[config.mk]
export PLATFORM = sky130hd
export DESIGN_NAME = intel_hex_record_parser_core
export DESIGN_NICKNAME = d
export VERILOG_FILES = /design/src/sv/ihex_pkg.sv /design/src/sv/ihex_ram.sv /design/src/sv/ihex_front.sv /design/src/sv/ihex_desc_queue.sv /design/src/sv/ihex_back.sv /design/src/sv/intel_hex_record_parser_core.sv
export SDC_FILE = /design/constraint.sdc
export NUM_CORES = 1
export LEC_CHECK = 0
export BUFFER_PORTS_ARGS = -buffer_cell sky130_fd_sc_hd__buf_2
export CORE_AREA = 4 4 290 505
export CTS_CLUSTER_DIAMETER = 80
export CTS_CLUSTER_SIZE = 8
export DETAILED_ROUTE_END_ITERATION = 12
export DIE_AREA = 0 0 294 509
export PLACE_DENSITY_LB_ADDON = 0.08
export SYNTH_ARGS = -nofsm -noshare
export SYNTH_HDL_FRONTEND = slang
export SYNTH_SLANG_ARGS = --single-unit
[constraint.sdc]
create_clock -name clock -period 17.34 [get_ports clock]
set_clock_uncertainty 0.2 [all_clocks]
set_input_delay 0.867 -clock clock [delete_from_list [all_inputs] [get_ports clock]]
set_output_delay 0.867 -clock clock [all_outputs]
set_load 0.01 [all_outputs]
[src/sv/ihex_pkg.sv]
// Shared types, codes and constants of the Intel HEX record parser.
// Depends on nothing; used by every module of the block but ihex_ram.
`default_nettype none

package ihex_pkg;

   localparam int MAX_DATA_BYTES_DEFAULT = 32;

   localparam logic [7:0]  CHAR_COLON           = 8'h3A;
   localparam logic [7:0]  CHAR_NEWLINE         = 8'h0A;
   localparam logic [7:0]  CHAR_COUNT_MAX       = 8'hFF;
   localparam logic [7:0]  MIN_RECORD_CHARS     = 8'd11;
   localparam logic [7:0]  REC_DATA             = 8'h00;
   localparam logic [7:0]  REC_EOF              = 8'h01;
   localparam logic [7:0]  REC_EXT_LINEAR       = 8'h04;
   localparam logic [7:0]  EXT_ADDR_LEN         = 8'h02;
   localparam logic        ENFORCE_CHECKSUM_RST = 1'b1;
   localparam logic [31:0] WINDOW_LIMIT_RST     = 32'h0000_4000;

   localparam logic CSR_ENFORCE_CHECKSUM = 1'b0;
   localparam logic CSR_WINDOW_LIMIT     = 1'b1;

   typedef enum logic [2:0] {
      ST_DATA_OK     = 3'd0,
      ST_EXT_ADDR    = 3'd1,
      ST_EOF         = 3'd2,
      ST_UNSUPPORTED = 3'd3,
      ST_SHORT       = 3'd4,
      ST_MALFORMED   = 3'd5,
      ST_CSUM_BAD    = 3'd6,
      ST_TOO_LONG    = 3'd7
   } status_type;

   typedef enum logic [2:0] {
      BK_IDLE,
      BK_PREP,
      BK_WRITE,
      BK_EXT_LO,
      BK_EXT_HI,
      BK_STAT
   } back_state_type;

   typedef struct packed {
      logic [7:0] character;
      logic       end_of_file;
   } req_word_type;

   typedef struct packed {
      logic        kind;
      logic [31:0] address;
      logic [7:0]  data;
      logic [2:0]  status;
      logic        beyond_window;
      logic        last;
      logic        any_written;
      logic [31:0] lowest_address;
      logic [31:0] highest_address;
   } rsp_word_type;

   typedef struct packed {
      logic        bank;
      logic        eof;
      status_type  status;
      logic [7:0]  dat;
      logic [7:0]  len;
      logic [15:0] addr16;
   } line_desc_type;

   typedef struct packed {
      logic valid;
      logic bank;
   } bank_release_type;

endpackage

`default_nettype wire

[src/sv/ihex_ram.sv]
// Generic single-write, single-read RAM with a registered read port.
// Depends on nothing; holds the line data banks of the parser.
`default_nettype none

module ihex_ram #(
   parameter int WIDTH = 8,
   parameter int DEPTH = 66
) (
   input  wire logic                     clock,
   input  wire logic                     wr_en,
   input  wire logic [$clog2(DEPTH)-1:0] wr_addr,
   input  wire logic [WIDTH-1:0]         wr_data,
   input  wire logic [$clog2(DEPTH)-1:0] rd_addr,
   output logic      [WIDTH-1:0]         rd_data
);

   logic [WIDTH-1:0] mem [DEPTH];

   always_ff @(posedge clock) begin
      if (wr_en) begin
         mem[wr_addr] <= wr_data;
      end
      rd_data <= mem[rd_addr];
   end

endmodule

`default_nettype wire

[src/sv/ihex_front.sv]
// Character front end: parses hex text into a line header, fills a data bank
// and classifies each record at line end. Depends on ihex_pkg.
`default_nettype none

module ihex_front #(
   parameter int MAX_DATA_BYTES = ihex_pkg::MAX_DATA_BYTES_DEFAULT,
   parameter int BUF_DEPTH      = MAX_DATA_BYTES + 1,
   parameter int ADDR_W         = $clog2(2 * BUF_DEPTH)
) (
   input  wire logic                      clock,
   input  wire logic                      reset,
   input  wire logic                      req_push,
   output logic                           req_full,
   input  wire ihex_pkg::req_word_type    req_word,
   input  wire logic                      enforce_checksum,
   input  wire ihex_pkg::bank_release_type release_bank,
   output logic                           wr_en,
   output logic [ADDR_W-1:0]              wr_addr,
   output logic [7:0]                     wr_data,
   output logic                           desc_push,
   output ihex_pkg::line_desc_type        desc
);

   localparam int IDX_W = $clog2(BUF_DEPTH);

   logic [7:0]  char_count_ff, char_count_in;
   logic [4:0]  pending_ff, pending_in;
   logic [1:0]  line_bad_ff, line_bad_in;
   logic [7:0]  byte_sum_ff, byte_sum_in;
   logic [31:0] header_ff, header_in;
   logic [1:0]  busy_ff, busy_in;
   logic        wr_bank_ff, wr_bank_in;

   logic        accept;
   logic        line_end;
   logic [4:0]  nib;
   logic [7:0]  byte_val;
   logic [7:0]  count_m1;
   logic [6:0]  pair_idx;
   logic [6:0]  slot;
   logic [IDX_W-1:0] slot_idx;
   logic [7:0]  len;
   logic [7:0]  rec_type;
   logic [9:0]  expect_count;

   function automatic logic is_blank(input logic [7:0] c);
      return (c == 8'h20) || ((c >= 8'h09) && (c <= 8'h0D));
   endfunction

   function automatic logic [4:0] hex_nibble(input logic [7:0] c);
      logic [7:0] d;
      d = 8'h00;
      if ((c >= 8'h30) && (c <= 8'h39)) begin
         d = c - 8'h30;
         return {1'b1, d[3:0]};
      end else if ((c >= 8'h61) && (c <= 8'h66)) begin
         d = c - 8'h57;
         return {1'b1, d[3:0]};
      end else if ((c >= 8'h41) && (c <= 8'h46)) begin
         d = c - 8'h37;
         return {1'b1, d[3:0]};
      end
      return 5'b0_0000;
   endfunction

   assign req_full = busy_ff[wr_bank_ff];
   assign accept   = req_push && !req_full;
   assign line_end = accept && ((req_word.character == ihex_pkg::CHAR_NEWLINE) ||
                                req_word.end_of_file);

   assign nib      = hex_nibble(req_word.character);
   assign byte_val = {pending_ff[3:0], nib[3:0]};
   assign count_m1 = char_count_ff - 8'd1;
   assign pair_idx = count_m1[7:1];
   assign slot     = pair_idx - 7'd4;
   assign slot_idx = slot[IDX_W-1:0];

   always_comb begin
      char_count_in = char_count_ff;
      pending_in    = pending_ff;
      line_bad_in   = line_bad_ff;
      byte_sum_in   = byte_sum_ff;
      header_in     = header_ff;
      wr_en         = 1'b0;
      if (accept && !is_blank(req_word.character) &&
          (char_count_ff != ihex_pkg::CHAR_COUNT_MAX)) begin
         char_count_in = char_count_ff + 8'd1;
         if (char_count_ff == 8'd0) begin
            if (req_word.character != ihex_pkg::CHAR_COLON) begin
               line_bad_in[0] = 1'b1;
            end
         end else begin
            if (!nib[4]) begin
               line_bad_in[1] = 1'b1;
            end
            if (!pending_ff[4]) begin
               pending_in = {1'b1, nib[3:0]};
            end else begin
               pending_in  = 5'b0_0000;
               byte_sum_in = byte_sum_ff + byte_val;
               if (pair_idx[6:2] == 5'd0) begin
                  header_in = {header_ff[23:0], byte_val};
               end else if (slot < 7'(BUF_DEPTH)) begin
                  wr_en = 1'b1;
               end
            end
         end
      end
   end

   assign wr_data = byte_val;
   assign wr_addr = wr_bank_ff ? ADDR_W'(BUF_DEPTH) + ADDR_W'(slot_idx) : ADDR_W'(slot_idx);

   assign len          = header_in[31:24];
   assign rec_type     = header_in[7:0];
   assign expect_count = 10'(ihex_pkg::MIN_RECORD_CHARS) + {1'b0, len, 1'b0};

   always_comb begin
      desc.bank   = wr_bank_ff;
      desc.eof    = req_word.end_of_file;
      desc.len    = len;
      desc.addr16 = header_in[23:8];
      desc.dat    = rec_type;
      desc.status = ihex_pkg::ST_UNSUPPORTED;
      if (char_count_in < ihex_pkg::MIN_RECORD_CHARS) begin
         desc.status = ihex_pkg::ST_SHORT;
         desc.dat    = 8'h00;
      end else if (line_bad_in != 2'b00) begin
         desc.status = ihex_pkg::ST_MALFORMED;
         desc.dat    = 8'h00;
      end else if (len > 8'(MAX_DATA_BYTES)) begin
         desc.status = ihex_pkg::ST_TOO_LONG;
      end else if ({2'b00, char_count_in} != expect_count) begin
         desc.status = ihex_pkg::ST_MALFORMED;
         desc.dat    = 8'h00;
      end else if (enforce_checksum && (byte_sum_in != 8'h00)) begin
         desc.status = ihex_pkg::ST_CSUM_BAD;
      end else if (rec_type == ihex_pkg::REC_DATA) begin
         desc.status = ihex_pkg::ST_DATA_OK;
      end else if (rec_type == ihex_pkg::REC_EXT_LINEAR) begin
         if (len != ihex_pkg::EXT_ADDR_LEN) begin
            desc.status = ihex_pkg::ST_MALFORMED;
            desc.dat    = 8'h00;
         end else begin
            desc.status = ihex_pkg::ST_EXT_ADDR;
         end
      end else if (rec_type == ihex_pkg::REC_EOF) begin
         desc.status = ihex_pkg::ST_EOF;
      end
   end

   assign desc_push = line_end;

   always_comb begin
      busy_in    = busy_ff;
      wr_bank_in = wr_bank_ff;
      if (release_bank.valid) begin
         busy_in[release_bank.bank] = 1'b0;
      end
      if (line_end) begin
         busy_in[wr_bank_ff] = 1'b1;
         wr_bank_in          = !wr_bank_ff;
      end
   end

   always_ff @(posedge clock) begin
      if (reset) begin
         char_count_ff <= 8'd0;
         pending_ff    <= 5'd0;
         line_bad_ff   <= 2'd0;
         byte_sum_ff   <= 8'd0;
         header_ff     <= 32'd0;
         busy_ff       <= 2'b00;
         wr_bank_ff    <= 1'b0;
      end else begin
         busy_ff    <= busy_in;
         wr_bank_ff <= wr_bank_in;
         if (line_end) begin
            char_count_ff <= 8'd0;
            pending_ff    <= 5'd0;
            line_bad_ff   <= 2'd0;
            byte_sum_ff   <= 8'd0;
            header_ff     <= 32'd0;
         end else begin
            char_count_ff <= char_count_in;
            pending_ff    <= pending_in;
            line_bad_ff   <= line_bad_in;
            byte_sum_ff   <= byte_sum_in;
            header_ff     <= header_in;
         end
      end
   end

endmodule

`default_nettype wire

[src/sv/ihex_desc_queue.sv]
// Two-entry queue of classified line descriptors between front and back end.
// Depends on ihex_pkg.
`default_nettype none

module ihex_desc_queue (
   input  wire logic                    clock,
   input  wire logic                    reset,
   input  wire logic                    push,
   input  wire ihex_pkg::line_desc_type push_desc,
   input  wire logic                    pop,
   output logic                         empty,
   output ihex_pkg::line_desc_type      head
);

   ihex_pkg::line_desc_type entry_ff [2];
   logic       wr_ptr_ff;
   logic       rd_ptr_ff;
   logic [1:0] count_ff, count_in;

   assign empty = (count_ff == 2'd0);
   assign head  = entry_ff[rd_ptr_ff];

   always_comb begin
      count_in = count_ff;
      if (push && !(pop && !empty)) begin
         count_in = count_ff + 2'd1;
      end else if (!push && pop && !empty) begin
         count_in = count_ff - 2'd1;
      end
   end

   always_ff @(posedge clock) begin
      if (push) begin
         entry_ff[wr_ptr_ff] <= push_desc;
      end
   end

   always_ff @(posedge clock) begin
      if (reset) begin
         wr_ptr_ff <= 1'b0;
         rd_ptr_ff <= 1'b0;
         count_ff  <= 2'd0;
      end else begin
         count_ff <= count_in;
         if (push) begin
            wr_ptr_ff <= !wr_ptr_ff;
         end
         if (pop && !empty) begin
            rd_ptr_ff <= !rd_ptr_ff;
         end
      end
   end

endmodule

`default_nettype wire

[src/sv/ihex_back.sv]
// Back end: carries out classified lines, emits byte writes and line status,
// keeps extended address and written bounds. Depends on ihex_pkg.
`default_nettype none

module ihex_back #(
   parameter int MAX_DATA_BYTES = ihex_pkg::MAX_DATA_BYTES_DEFAULT,
   parameter int BUF_DEPTH      = MAX_DATA_BYTES + 1,
   parameter int ADDR_W         = $clog2(2 * BUF_DEPTH)
) (
   input  wire logic                       clock,
   input  wire logic                       reset,
   input  wire logic                       q_empty,
   input  wire ihex_pkg::line_desc_type    q_head,
   output logic                            q_pop,
   input  wire logic [31:0]                window_limit,
   output logic [ADDR_W-1:0]               rd_addr,
   input  wire logic [7:0]                 rd_data,
   output ihex_pkg::bank_release_type      release_bank,
   input  wire logic                       rsp_pop,
   output logic                            rsp_empty,
   output ihex_pkg::rsp_word_type          rsp_word
);

   localparam int IDX_W = $clog2(BUF_DEPTH);

   ihex_pkg::back_state_type state_ff, state_in;
   ihex_pkg::line_desc_type  desc_ff;
   ihex_pkg::rsp_word_type   rsp_ff, rsp_in;

   logic [IDX_W-1:0] idx_ff;
   logic [IDX_W-1:0] rd_idx;
   logic [31:0]      cur_addr_ff;
   logic [15:0]      ext_high_ff;
   logic [7:0]       ext_lo_ff;
   logic             bounds_valid_ff;
   logic [31:0]      min_ff, min_in;
   logic [31:0]      max_ff, max_in;
   logic             rsp_valid_ff;

   logic slot_free;
   logic emit_write;
   logic emit_stat;
   logic last_byte;
   logic has_work;

   assign slot_free = !rsp_valid_ff || rsp_pop;
   assign last_byte = ({{(8 - IDX_W){1'b0}}, idx_ff} == (desc_ff.len - 8'd1));
   assign has_work  = ((q_head.status == ihex_pkg::ST_DATA_OK) && (q_head.len != 8'd0)) ||
                      (q_head.status == ihex_pkg::ST_EXT_ADDR);

   always_comb begin
      state_in = state_ff;
      unique case (state_ff)
         ihex_pkg::BK_IDLE: begin
            if (!q_empty) begin
               state_in = has_work ? ihex_pkg::BK_PREP : ihex_pkg::BK_STAT;
            end
         end
         ihex_pkg::BK_PREP: begin
            state_in = (desc_ff.status == ihex_pkg::ST_EXT_ADDR) ?
                       ihex_pkg::BK_EXT_LO : ihex_pkg::BK_WRITE;
         end
         ihex_pkg::BK_WRITE: begin
            if (slot_free && last_byte) begin
               state_in = ihex_pkg::BK_STAT;
            end
         end
         ihex_pkg::BK_EXT_LO: begin
            state_in = ihex_pkg::BK_EXT_HI;
         end
         ihex_pkg::BK_EXT_HI: begin
            state_in = ihex_pkg::BK_STAT;
         end
         ihex_pkg::BK_STAT: begin
            if (slot_free) begin
               state_in = ihex_pkg::BK_IDLE;
            end
         end
         default: begin
            state_in = ihex_pkg::BK_IDLE;
         end
      endcase
   end

   always_comb begin
      q_pop      = 1'b0;
      emit_write = 1'b0;
      emit_stat  = 1'b0;
      rd_idx     = idx_ff;
      unique case (state_ff)
         ihex_pkg::BK_IDLE: begin
            q_pop = !q_empty;
         end
         ihex_pkg::BK_PREP: begin
            rd_idx = '0;
         end
         ihex_pkg::BK_WRITE: begin
            emit_write = slot_free;
            rd_idx     = slot_free ? idx_ff + IDX_W'(1) : idx_ff;
         end
         ihex_pkg::BK_EXT_LO: begin
            rd_idx = IDX_W'(1);
         end
         ihex_pkg::BK_EXT_HI: begin
            rd_idx = idx_ff;
         end
         ihex_pkg::BK_STAT: begin
            emit_stat = slot_free;
         end
         default: begin
            rd_idx = idx_ff;
         end
      endcase
   end

   assign rd_addr = desc_ff.bank ? ADDR_W'(BUF_DEPTH) + ADDR_W'(rd_idx) : ADDR_W'(rd_idx);

   assign release_bank.valid = emit_stat;
   assign release_bank.bank  = desc_ff.bank;

   assign min_in = (!bounds_valid_ff || (cur_addr_ff < min_ff)) ? cur_addr_ff : min_ff;
   assign max_in = (!bounds_valid_ff || (cur_addr_ff > max_ff)) ? cur_addr_ff : max_ff;

   always_comb begin
      rsp_in.kind            = 1'b1;
      rsp_in.address         = 32'd0;
      rsp_in.data            = desc_ff.dat;
      rsp_in.status          = desc_ff.status;
      rsp_in.beyond_window   = 1'b0;
      rsp_in.last            = 1'b1;
      rsp_in.any_written     = bounds_valid_ff;
      rsp_in.lowest_address  = min_ff;
      rsp_in.highest_address = max_ff;
      if (emit_write) begin
         rsp_in.kind            = 1'b0;
         rsp_in.address         = cur_addr_ff;
         rsp_in.data            = rd_data;
         rsp_in.status          = ihex_pkg::ST_DATA_OK;
         rsp_in.beyond_window   = (cur_addr_ff >= window_limit);
         rsp_in.last            = 1'b0;
         rsp_in.any_written     = 1'b1;
         rsp_in.lowest_address  = min_in;
         rsp_in.highest_address = max_in;
      end
   end

   always_ff @(posedge clock) begin
      if (q_pop) begin
         desc_ff <= q_head;
         idx_ff  <= '0;
      end else if (emit_write) begin
         idx_ff <= idx_ff + IDX_W'(1);
      end
      if (state_ff == ihex_pkg::BK_PREP) begin
         cur_addr_ff <= {ext_high_ff, 16'h0000} + {16'h0000, desc_ff.addr16};
      end else if (emit_write) begin
         cur_addr_ff <= cur_addr_ff + 32'd1;
      end
      if (state_ff == ihex_pkg::BK_EXT_LO) begin
         ext_lo_ff <= rd_data;
      end
      if (emit_write || emit_stat) begin
         rsp_ff <= rsp_in;
      end
   end

   always_ff @(posedge clock) begin
      if (reset) begin
         state_ff        <= ihex_pkg::BK_IDLE;
         ext_high_ff     <= 16'd0;
         bounds_valid_ff <= 1'b0;
         min_ff          <= 32'd0;
         max_ff          <= 32'd0;
         rsp_valid_ff    <= 1'b0;
      end else begin
         state_ff <= state_in;
         if (emit_write || emit_stat) begin
            rsp_valid_ff <= 1'b1;
         end else if (rsp_pop) begin
            rsp_valid_ff <= 1'b0;
         end
         if (state_ff == ihex_pkg::BK_EXT_HI) begin
            ext_high_ff <= {ext_lo_ff, rd_data};
         end
         if (emit_write) begin
            bounds_valid_ff <= 1'b1;
            min_ff          <= min_in;
            max_ff          <= max_in;
         end
         if (emit_stat && desc_ff.eof) begin
            ext_high_ff     <= 16'd0;
            bounds_valid_ff <= 1'b0;
            min_ff          <= 32'd0;
            max_ff          <= 32'd0;
         end
      end
   end

   assign rsp_empty = !rsp_valid_ff;
   assign rsp_word  = rsp_ff;

endmodule

`default_nettype wire

[src/sv/intel_hex_record_parser_core.sv]
// Intel HEX record parser, top level: front end, descriptor queue, back end, data RAM.
// Characters are taken one per cycle while req_full is low; two line banks let the
// next line be parsed while the back end emits the previous one. A line's status
// word leaves after its byte writes, which leave one per cycle while the result slot is free.
// req_full rises only while both line banks wait on the back end.
// Synchronous active-high reset clears all control state and restores register defaults.
`default_nettype none

module intel_hex_record_parser_core #(
   parameter int MAX_DATA_BYTES = ihex_pkg::MAX_DATA_BYTES_DEFAULT
) (
   input  wire logic                   clock,
   input  wire logic                   reset,
   input  wire logic                   req_push,
   output logic                        req_full,
   input  wire ihex_pkg::req_word_type req_word,
   output logic                        rsp_empty,
   input  wire logic                   rsp_pop,
   output ihex_pkg::rsp_word_type      rsp_word,
   input  wire logic                   csr_valid,
   output logic                        csr_ready,
   input  wire logic                   csr_index,
   input  wire logic [31:0]            csr_wdata
);

   localparam int BUF_DEPTH = MAX_DATA_BYTES + 1;
   localparam int ADDR_W    = $clog2(2 * BUF_DEPTH);

   logic        enforce_checksum_ff;
   logic [31:0] window_limit_ff;

   logic                       wr_en;
   logic [ADDR_W-1:0]          wr_addr;
   logic [7:0]                 wr_data;
   logic [ADDR_W-1:0]          rd_addr;
   logic [7:0]                 rd_data;
   logic                       desc_push;
   ihex_pkg::line_desc_type    push_desc;
   ihex_pkg::line_desc_type    q_head;
   logic                       q_empty;
   logic                       q_pop;
   ihex_pkg::bank_release_type release_bank;

   assign csr_ready = 1'b1;

   always_ff @(posedge clock) begin
      if (reset) begin
         enforce_checksum_ff <= ihex_pkg::ENFORCE_CHECKSUM_RST;
         window_limit_ff     <= ihex_pkg::WINDOW_LIMIT_RST;
      end else if (csr_valid && csr_ready) begin
         unique case (csr_index)
            ihex_pkg::CSR_ENFORCE_CHECKSUM: begin
               enforce_checksum_ff <= csr_wdata[0];
            end
            ihex_pkg::CSR_WINDOW_LIMIT: begin
               window_limit_ff <= csr_wdata;
            end
            default: begin
               window_limit_ff <= window_limit_ff;
            end
         endcase
      end
   end

   ihex_front #(
      .MAX_DATA_BYTES (MAX_DATA_BYTES),
      .BUF_DEPTH      (BUF_DEPTH),
      .ADDR_W         (ADDR_W)
   ) u_front (
      .clock            (clock),
      .reset            (reset),
      .req_push         (req_push),
      .req_full         (req_full),
      .req_word         (req_word),
      .enforce_checksum (enforce_checksum_ff),
      .release_bank     (release_bank),
      .wr_en            (wr_en),
      .wr_addr          (wr_addr),
      .wr_data          (wr_data),
      .desc_push        (desc_push),
      .desc             (push_desc)
   );

   ihex_desc_queue u_queue (
      .clock     (clock),
      .reset     (reset),
      .push      (desc_push),
      .push_desc (push_desc),
      .pop       (q_pop),
      .empty     (q_empty),
      .head      (q_head)
   );

   ihex_ram #(
      .WIDTH (8),
      .DEPTH (2 * BUF_DEPTH)
   ) u_ram (
      .clock   (clock),
      .wr_en   (wr_en),
      .wr_addr (wr_addr),
      .wr_data (wr_data),
      .rd_addr (rd_addr),
      .rd_data (rd_data)
   );

   ihex_back #(
      .MAX_DATA_BYTES (MAX_DATA_BYTES),
      .BUF_DEPTH      (BUF_DEPTH),
      .ADDR_W         (ADDR_W)
   ) u_back (
      .clock        (clock),
      .reset        (reset),
      .q_empty      (q_empty),
      .q_head       (q_head),
      .q_pop        (q_pop),
      .window_limit (window_limit_ff),
      .rd_addr      (rd_addr),
      .rd_data      (rd_data),
      .release_bank (release_bank),
      .rsp_pop      (rsp_pop),
      .rsp_empty    (rsp_empty),
      .rsp_word     (rsp_word)
   );

endmodule

`default_nettype wire

## After elaboration in Yosys (flattened, before gate mapping)

Memories as Yosys holds them, arrays and structs flattened. A register that Yosys moved wholly into a read port is not among the register bits.
Cells that the tools add are included.

| operators by class | value |
|---|---|
| add/subtract/negate cells | 16 |
| magnitude comparators | 18 |
| eq/ne operators | 19 |
| multiplexer cells | 76 |
| bitwise logic cells | 5 |
| reductions and logical operators | 53 |

Operators by type and width:

| cell | count |
|---|---|
| 2-to-1 mux 32 bit | 8 |
| 2-to-1 mux 111 bit | 1 |
| 2-to-1 mux 8 bit | 9 |
| 2-to-1 mux 11 bit | 3 |
| adder 32 x 1 -> 32 bit (second input constant) | 1 |
| adder 32 x 16 -> 32 bit | 1 |
| >= comparator 32 bit | 1 |
| greater-than comparator 32 bit | 1 |
| < comparator 32 bit | 1 |
| 2-to-1 mux 1 bit | 29 |
| 2-to-1 mux 3 bit | 9 |
| 2-to-1 mux 5 bit | 5 |
| logical AND 1 bit | 18 |
| case mux 3 bit (6 select lines) | 1 |
| case mux 6 bit (3 select lines) | 1 |
| >= comparator 8 x 7 -> 1 bit (second input constant) | 2 |
| less-or-equal comparator 8 x 7 -> 1 bit (second input constant) | 2 |
| logical NOT 8 bit | 2 |
| nonzero test 8 bit | 2 |
| subtractor 8 x 1 -> 8 bit (second input constant) | 2 |
| adder 6 x 6 -> 7 bit (first input constant) | 2 |
| 2-to-1 mux 7 bit | 2 |
| adder 4 x 9 -> 10 bit (first input constant) | 1 |
| logical NOT 1 bit | 10 |
| other kinds (46) | 73 |

| word-level totals | value |
|---|---|
| register bits | 374 |
| memory bits (writable) | 602 |
| input bits | 47 |
| output and inout port bits | 114 |
| word-level logic and storage cells | 225 |
| memories kept | 2 |

Memories:

| name | words | bits a word | rd ports | clocked after Yosys merged registers in | write ports | RTL line | RTL |
|---|---|---|---|---|---|---|---|
| u_ram.mem | 66 | 8 | 1 | 1 | 1 | ihex_ram.sv:17 | `logic [WIDTH-1:0] mem [DEPTH];` |
| u_queue.entry_ff | 2 | 37 | 1 | 1 | 1 | ihex_desc_queue.sv:15 | `ihex_pkg::line_desc_type entry_ff [2];` |

## Depth between registers and ports, before layout

Gate-level depths: netlist (run 1).

| logic depth | value |
|---|---|
| depth after elaboration | 19 |
| gate-level depth with buffers | 21 |

## Hierarchy

A second synthesis (run 1) with hierarchy kept.

| unflattened totals | value |
|---|---|
| cell total of the unflattened synthesis | 3161 |
| area total of the unflattened synthesis | 44169.9 um^2 |

Modules (own cells, without submodules):

| module | times used | cells an instance | area an instance (um^2) | seq. area each (um^2) |
|---|---|---|---|---|
| ihex_ram | 1 | 969 | 20970.1 | 16015.4 |
| ihex_back | 1 | 1299 | 14010.9 | 7437.1 |
| ihex_front | 1 | 601 | 4621.9 | 1161.1 |
| ihex_desc_queue | 1 | 139 | 3041.7 | 2322.2 |
| intel_hex_record_parser_core | 1 | 153 | 1525.2 | 660.6 |

## Worst setup path before layout (run 1)

Ideal clock, no wire load.

| path | value |
|---|---|
| kind | input-to-reg |
| from | input req_word[4] in the netlist's numbering |
| to | memory u_queue.entry_ff[0][25] in the netlist's numbering, data pin |
| data arrival time | 6.169 ns |
| required time | 16.876 ns |
| path slack | 10.707 ns |
| cell stages on the path | 15 |
| path buffers | 0 |
| cell sequence | or3_1 -> a2111oi_2 -> a21oi_1 -> o21ai_1 -> ha_1 -> nor2b_1 -> o21ai_0 -> a21boi_0 -> mux2_2 -> nor4_1 -> a31oi_1 -> o31ai_1 -> nand2b_4 -> a31oi_4 -> nor2_1 |

RTL lines:

| element | RTL line | RTL |
|---|---|---|
| from (decl) | intel_hex_record_parser_core.sv:16 | `input wire ihex_pkg::req_word_type req_word,` |
| to (decl) | ihex_desc_queue.sv:15 |  |

==> results of run 1 <==
[placed cells by master (no fill, tap or decap), drive strengths merged, types with 37 or more instances in the layout]
| cell type | instances |
|---|---|
| edfxtp | 789 |
| nand2 | 288 |
| clkbuf | 218 |
| buf | 198 |
| dfxtp | 195 |
| nor2 | 188 |
| mux2 | 153 |
| inv | 137 |
| mux4 | 128 |
| ha | 120 |
| a21oi | 100 |
| o21ai | 78 |
| mux2i | 77 |
| and2 | 74 |
| nor2b | 54 |
| xor2 | 53 |
| xnor2 | 40 |
| nand3 | 39 |
| a21o | 37 |
[flip-flops by register name, indices dropped and copies added, names as in the netlist, 3 cells and up, named ones only]
name and cells:
u_ram.mem 528, u_back.rsp_word 110, u_queue.entry_ff 74, u_back.desc_ff 36, u_back.cur_addr_ff 32, u_back.max_ff 32, u_back.min_ff 32, u_front.header_ff 32
window_limit_ff 32, u_back.ext_high_ff 16, u_back.ext_lo_ff 8, u_front.byte_sum_ff 8, u_front.char_count_ff 8, u_ram.rd_data 8, u_back.idx_ff 6, u_front.pending_ff 5
u_back.state_ff 3
[cell type report]
type / instances / area share, %
antenna: 2 / 0.01010
tap: 1850 / 4.671
clock inverter: 14 / 0.6136
timing repair buffer: 198 / 2.222
clock buffer: 218 / 7.833
multi-input combinational: 1714 / 27.97
inverter: 129 / 0.9772
sequential: 984 / 55.71
[stage by stage]
stage               power (W)  cell area [um2]
floorplan            0.004214            42390
global placement     0.004856            45360
detailed placement   0.004876            45360
CTS                  0.007551            49550
global route         0.007788            49550
finish               0.007383            49550
[power by group]
group	internal [W]	switching, W	total, W	leakage, nW
Combinational	0.000735	0.00101	0.00174	6.34
Sequential	0.00281	0.000212	0.00302	9.83
Clock	0.00157	0.00105	0.00262	2.00
[cells by family (layout without fill, tap and decap cells)]
group | Yosys count | after routing
xor+xnor | 93 | 93
buf+inv | 270 | 559
compound gates | 328 | 328
mux | 358 | 358
fa+ha+maj | 121 | 121
simple gates | 813 | 813
other cells | 1 | 3
flops | 984 | 984
[worst max path at each step]
stage	end	slack, ns	startpoint
final	u_queue.entry_ff[0][29]	11.49	req_word[1]
after global routing	u_queue.entry_ff[0][26]	10.97	req_word[1]
after CTS	u_queue.entry_ff[1][34]	11.46	u_front.wr_bank_ff
after detailed placement	u_queue.entry_ff[0][30]	10.72	req_word[4]
after global placement	u_queue.entry_ff[0][30]	10.88	req_word[4]
after floorplan	u_queue.entry_ff[0][25]	10.71	req_word[4]
[metal layers]
layer  up-vias  routed length, um  part of all wire, %  track usage (%)
met5         -                  0                    0                0
met4         0               2682                  2.3            4.616
met1     12510              44960                   38            17.24
met2       480              65700                   56            30.73
met3       156               4053                  3.5            2.557
li1      11460                  -                    -                -
==> impl_results.md, run 1 <==
- Status: finished, final reports clean
- Delay of the slowest critical-path stage: 0.62 ns
- Initial antenna violation count: 2
- I/O Pins: 161
- Worst skew pair latency: 0.75 ns
- Worst hold slack: 0.1524 ns
- Root buffer cell: clkbuf_16
- Core ar.: 142200 um2
- Synth top area share: 55.89%
- DR WL/cell: 22.98 um
- # H-tree levels: 4
- Final hold vios: 0
- Die Span X: 294 um
- Share of cells above drive strength 1: 20.51%
- CP Capture Type: register
- FF+latch area: 27600 um2
- Die area: 149600 um2
- RD Place Congestion: 0.7788
- Global-route wire length before repair: 174800 um
- Reg2reg setup slack: 11.57 ns
- Resized Gates After CTS: 0
- Vias in the first global route: 26.23k
- Syn nets: 3136
- Number of synthesized flops with an enable pin: 789
- Worst EP required: 17.62 ns
- Pin count of the biggest net entering global routing: 137
- Adder-cell share of the synthesized area: 3.589%
- Avg Cell Area, Syn: 14.28 um2
- 1st-pass router iterations: 5
- Via count: 24.60k
- R2r worst-path depth: 14
- Crit path max fanout: 69
- Setup TNS: 0 ns
- Crit share post-route: 33.75%
- HP Start: csr_wdata[0]
- Main combinational cell family by area after synthesis: multiplexers
- CP max stage cell: o31ai_1
- # fillers: 13.69k
- Max-slew headroom: 20.76%
- Area delta synth->final: 16.89%
- Dominant cells by area after synthesis: edfxtp_1 56%, dfxtp_1 9.2%, mux4_2 6.8%
- Total wire length: 117400 um
- Multi-input gate area: 13860 um2
- Endpoint, Worst Hold: enforce_checksum_ff
- Hold-fix buffers, CTS: 0
- DRC: 0
- Compound-Gate Fraction of Synth Area: 4.897%
- Startpoint Class: input port
- Max Cap Viol: 0
- GRT overflow: 0
- Synth Flop Type: edfxtp_1
- Peak VDD IR: 0.2046 mV
- Critical-path cell list: buf_2, inv_1, ha_1, nand2b_1, a211oi_1, a2111oi_2, mux2_2, buf_4, ha_1, inv_1, fa_1, nor2b_1, o21ai_0, a21boi_0, mux2_2, nor4_1, a31oi_1, o31ai_1, nand2b_4, a31oi_4, nor2_1
- Post-CTS setup buffers: 0
- Area fraction in and, or, nand and nor cells after synthesis: 9.221%
- Slew Viols, Final: 0
- Worst slack, placed: 10.72 ns
- Cell Rows: 183
- Sequential area share after synthesis: 65.10%
- Xor and xnor fraction of the mapped netlist area: 1.939%
- Yosys reg bits: 984
- Worst EP arrival: 6.13 ns
- Final std cells w/o fill: 5109
- Yosys warns: 0
- Total GRT Usage: 15.72%
- DRT iter0 DRCs: 1355
- Top-count cell post-synth: edfxtp_1
- Final core utilization: 34.85%
- Die height: 509 um
- Fin nets: 3336
- Worst R2R End: u_queue.entry_ff[0][34]
- Post-route setup slack: 11.49 ns
- RSZ-0062 raised after global routing: false
- Mapped cell area: 42390 um2
- Async S/R FF share, synth: 0%
- Leak: 18.17 nW
- TritonCTS clock tree: built
- Hold WC Path Type: input port to register
- PwrDens: 149.0 nW/um2
- Syn Inst Count: 2968
- Worst Tran Pin Value: 1.186 ns
- Sink Count: 984
- Clock-pin slew on the worst setup and hold paths: 0.05 ns
- Initial Utilization: 29.81%
- WHS Path Cells: 2
- WP buf/inv: 4
- Clock Path Buffers: 3
- Top delay family on crit path: compound AO/OA/AOI/OAI gates
- Finish-stage setup viols: 0
- Synth unique cells: 81
- Area leader, netlist: edfxtp_1
- Via/cell ratio: 4.815
- Multiplexer share of the synthesized area: 12.68%
- Clock buffer count from CTS: 141
- IO Port Bufs: 159
- Fmax: 0.1709 GHz
- Worst r2r src: u_front.wr_bank_ff
- Setup CP Type: input port to register
- Post-DP HPWL: 79380 um
- Dpl cells: 4875
- Final min period: 5.853 ns
- Post-synth top cells: 789 x edfxtp_1, 288 x nand2_1, 195 x dfxtp_1
- Post-DRT Antenna Nets: 0
- Levels on crit path: 21
No activity file was read; power rests on OpenSTA's default activity.
==> run 2: changes to the inputs <==
ABC_AREA = 1   (was default)
CORE_AREA = 4 4 292 509   (was 4 4 290 505)
DIE_AREA = 0 0 296 513   (was 0 0 294 509)
clock period = 6 ns   (was 17.34 ns; I/O delays follow)
==> run 2 against run 1 <==
Clock power rose to 2.8 times the previous value. Flip-flop and latch count did not move. Non-clock buffer count grew 62. Sequential share of layout area decreased by 1.1 points. Critical path type is now register to register. Synthesized cell count increased by 42%. Register-to-register slack got worse by 10 ns. Wire length grew 12%. Combinational power grew to 4.2 times the previous value.
==> impl_results.md, run 2 <==
- Status: finished, final reports clean
- Die area: 151800 um2
- DRT iter0 DRCs: 1712
- Reg2reg setup slack: 1.32 ns
- Startpoint Class: register
- Reg with most FFs: u_ram.mem
- Fmax: 0.2136 GHz
- Crit path max fanout: 20
- Initial Utilization: 29.82%
- Share of cells above drive strength 1: 10.67%
- R2r worst-path depth: 14
- Worst Tran Pin Value: 1.137 ns
- Post-synth top cells: 965 x nand2_1, 789 x edfxtp_1, 456 x inv_1
- Initial antenna violation count: 3
- Commonest non-fill, non-tap cell in the layout: nand2_1
- Syn Inst Count: 4207
- Global-route wire length before repair: 195200 um
- Number of flip-flops in the largest register: 528
- Die Span X: 296 um
- WHS Path Cells: 8
- Synth top area share: 54.93%
- Peak VDD IR: 0.3387 mV
- CP max stage cell: nor2_1
- DR WL/cell: 20.66 um
- Post-route setup slack: 1.317 ns
- Sequential area share after synthesis: 63.98%
- Setup TNS: 0 ns
- Final hold vios: 0
- Synth unique cells: 57
- Area leader, netlist: edfxtp_1
- Clock buffer count from CTS: 140
- Delay of the slowest critical-path stage: 0.85 ns
- Leak: 20.14 nW
- Top-count cell post-synth: nand2_1
- Async S/R FF share, synth: 0%
- Post-route cell area: 50550 um2
- HP Start: req_word[7]
- Crit share post-route: 78.04%
- Clock-pin slew on the worst setup and hold paths: 0.05 ns
- Worst r2r src: u_front.wr_bank_ff
- Total GRT Usage: 17.22%
- Via/cell ratio: 4.653
- Root buffer cell: clkbuf_16
- DRC: 0
- Fin nets: 4600
- Final min period: 4.683 ns
- PwrDens: 461.8 nW/um2
- Yosys reg bits: 984
- Synth Flop Type: edfxtp_1
- Core ar.: 144700 um2
- Yosys warns: 0
- Worst slack, placed: 1.059 ns
- CP Capture Type: register
- Cell Rows: 185
- Worst EP required: 6.18 ns
- Worst R2R End: u_ram.mem[29][3]
- IO Port Bufs: 159
- # H-tree levels: 4
- Hold WC Path Type: input port to register
- Max Cap Viol: 0
- Worst hold slack: 0.08411 ns
- Setup CP Type: register to register
- Worst EP arrival: 4.86 ns
- Cell Area, Placed: 46110 um2
- Area delta synth->final: 17.19%
- Clock Path Buffers: 3
- Max-slew headroom: 23.66%
- RD Place Congestion: 0.8172
- 1st-pass router iterations: 5
- Dominant cells by area after synthesis: edfxtp_1 55%, dfxtp_1 9.1%, nand2_1 8.4%
- Worst skew pair latency: 0.76 ns
- Post-DRT Antenna Nets: 0
- RSZ-0062 raised after global routing: false
- Mapped cell area: 43130 um2
- Avg Cell Area, Syn: 10.25 um2
- Post-DP HPWL: 88750 um
- Die height: 513 um
- Finish-stage setup viols: 0
- Via count: 29.64k
- Sink Count: 984
- Vias in the first global route: 30.68k
- Critical-path cell list: inv_4, nand2_2, nand2_2, nor2_4, nand2_2, nor2_4, nand3_4, nor2_4, inv_1, nor2_1, o211ai_1, nor2_1, nand2_1, nor2_1
- Resized Gates After CTS: 0
- TritonCTS clock tree: built
- I/O Pins: 161
- Total wire length: 131600 um
- Number of synthesized flops with an enable pin: 789
- Endpoint, Worst Hold: u_front.line_bad_ff[1]
- Syn nets: 4375
- Commonest non-fill, non-tap cells in the layout: 962 x nand2_1, 789 x edfxtp_1, 451 x inv_1
- GRT overflow: 0
- Slew Viols, Final: 0
- Pin count of the biggest net entering global routing: 101
-- run 2: changes by cell type after synthesis, sizes merged, moves of 54 or more --
cell    before  now
mux4       128    0
and2        74    0
mux2i       77    0
o211ai       5   87
nand2      288  982
nand3       39  283
o21ai       78  305
a21oi      100  278
nor2b       54    0
nor2       188  335
inv        129  470
mux2       153    1
-- run 2: cells by family (layout without fill, tap and decap cells) --
group	count (synthesis)	count (layout)	share of synthesized area [%]
flops	984	984	63.98
simple gates	1696	1696	16.49
buf+inv	649	940	5.952
compound gates	709	709	9.085
mux	1	1	0.02610
xor+xnor	46	46	0.9340
fa+ha+maj	121	121	3.527
other cells	1	2	0.008694
-- run 2: layout make-up --
type	count	area (um2)
well taps	1870	2340
multi-input cells	2574	13070
clock inverters	13	272.8
clock buffers	195	3752
fillers	14550	94120
diodes	1	2.502
repair buffers	260	1732
inverters	472	1778
flip-flops and latches	984	27600
-- run 2: worst max path at each step --
stage | start | cells after the start | end | slack, ns
6_report | u_front.wr_bank_ff | 14 | u_ram.mem[29][3] | 1.32
5_1_grt | u_front.wr_bank_ff | 14 | u_ram.mem[5][7] | 0.87
4_1_cts | u_front.wr_bank_ff | 14 | u_ram.mem[29][3] | 1.12
3_5_place_dp | req_word[2] | 14 | u_ram.mem[29][1] | 1.06
3_3_place_gp | req_word[1] | 14 | u_ram.mem[29][7] | 1.06
2_1_floorplan | req_word[1] | 23 | u_queue.entry_ff[0][24] | 1.59
-- run 2: power breakdown --
group | internal [W] | switching [W]
sequential | 0.00818 | 0.000525
clock | 0.00435 | 0.00305
combinational | 0.00207 | 0.00518
-- run 2: routing by layer --
metal	GRT usage, %	vias to the layer above	part of all wire, %
li1	-	14750	-
met1	17.69	14110	37
met2	34.31	551	56
met3	2.653	225	3.1
met4	6.506	4	3.8
met5	0	-	0.016
-- run 2: through the flow --
step	power, W	util (%)	instances
after floorplan	0.01339	-	4207
after global placement	0.01628	31.87	6119
after detailed placement	0.01627	31.87	6119
after CTS	0.02384	34.94	6368
after global routing	0.02490	34.94	6369
final	0.02335	34.94	6369
-- run 2: critical path: cells and delay by family (launching register included) --
family,cells,cell delay [ns]
AND/OR/NAND/NOR,11,3.05
buffers and inverters,2,0.32
AO/OA/AOI/OAI,1,0.19
flip-flops,1,0.52
-- run 2: timing repair --
item                       4_1_cts  5_1_grt
hold buffers                    41        0
setup endpoints to repair        0        0
buffers inserted                 0        0
hold endpoints to repair        46        0
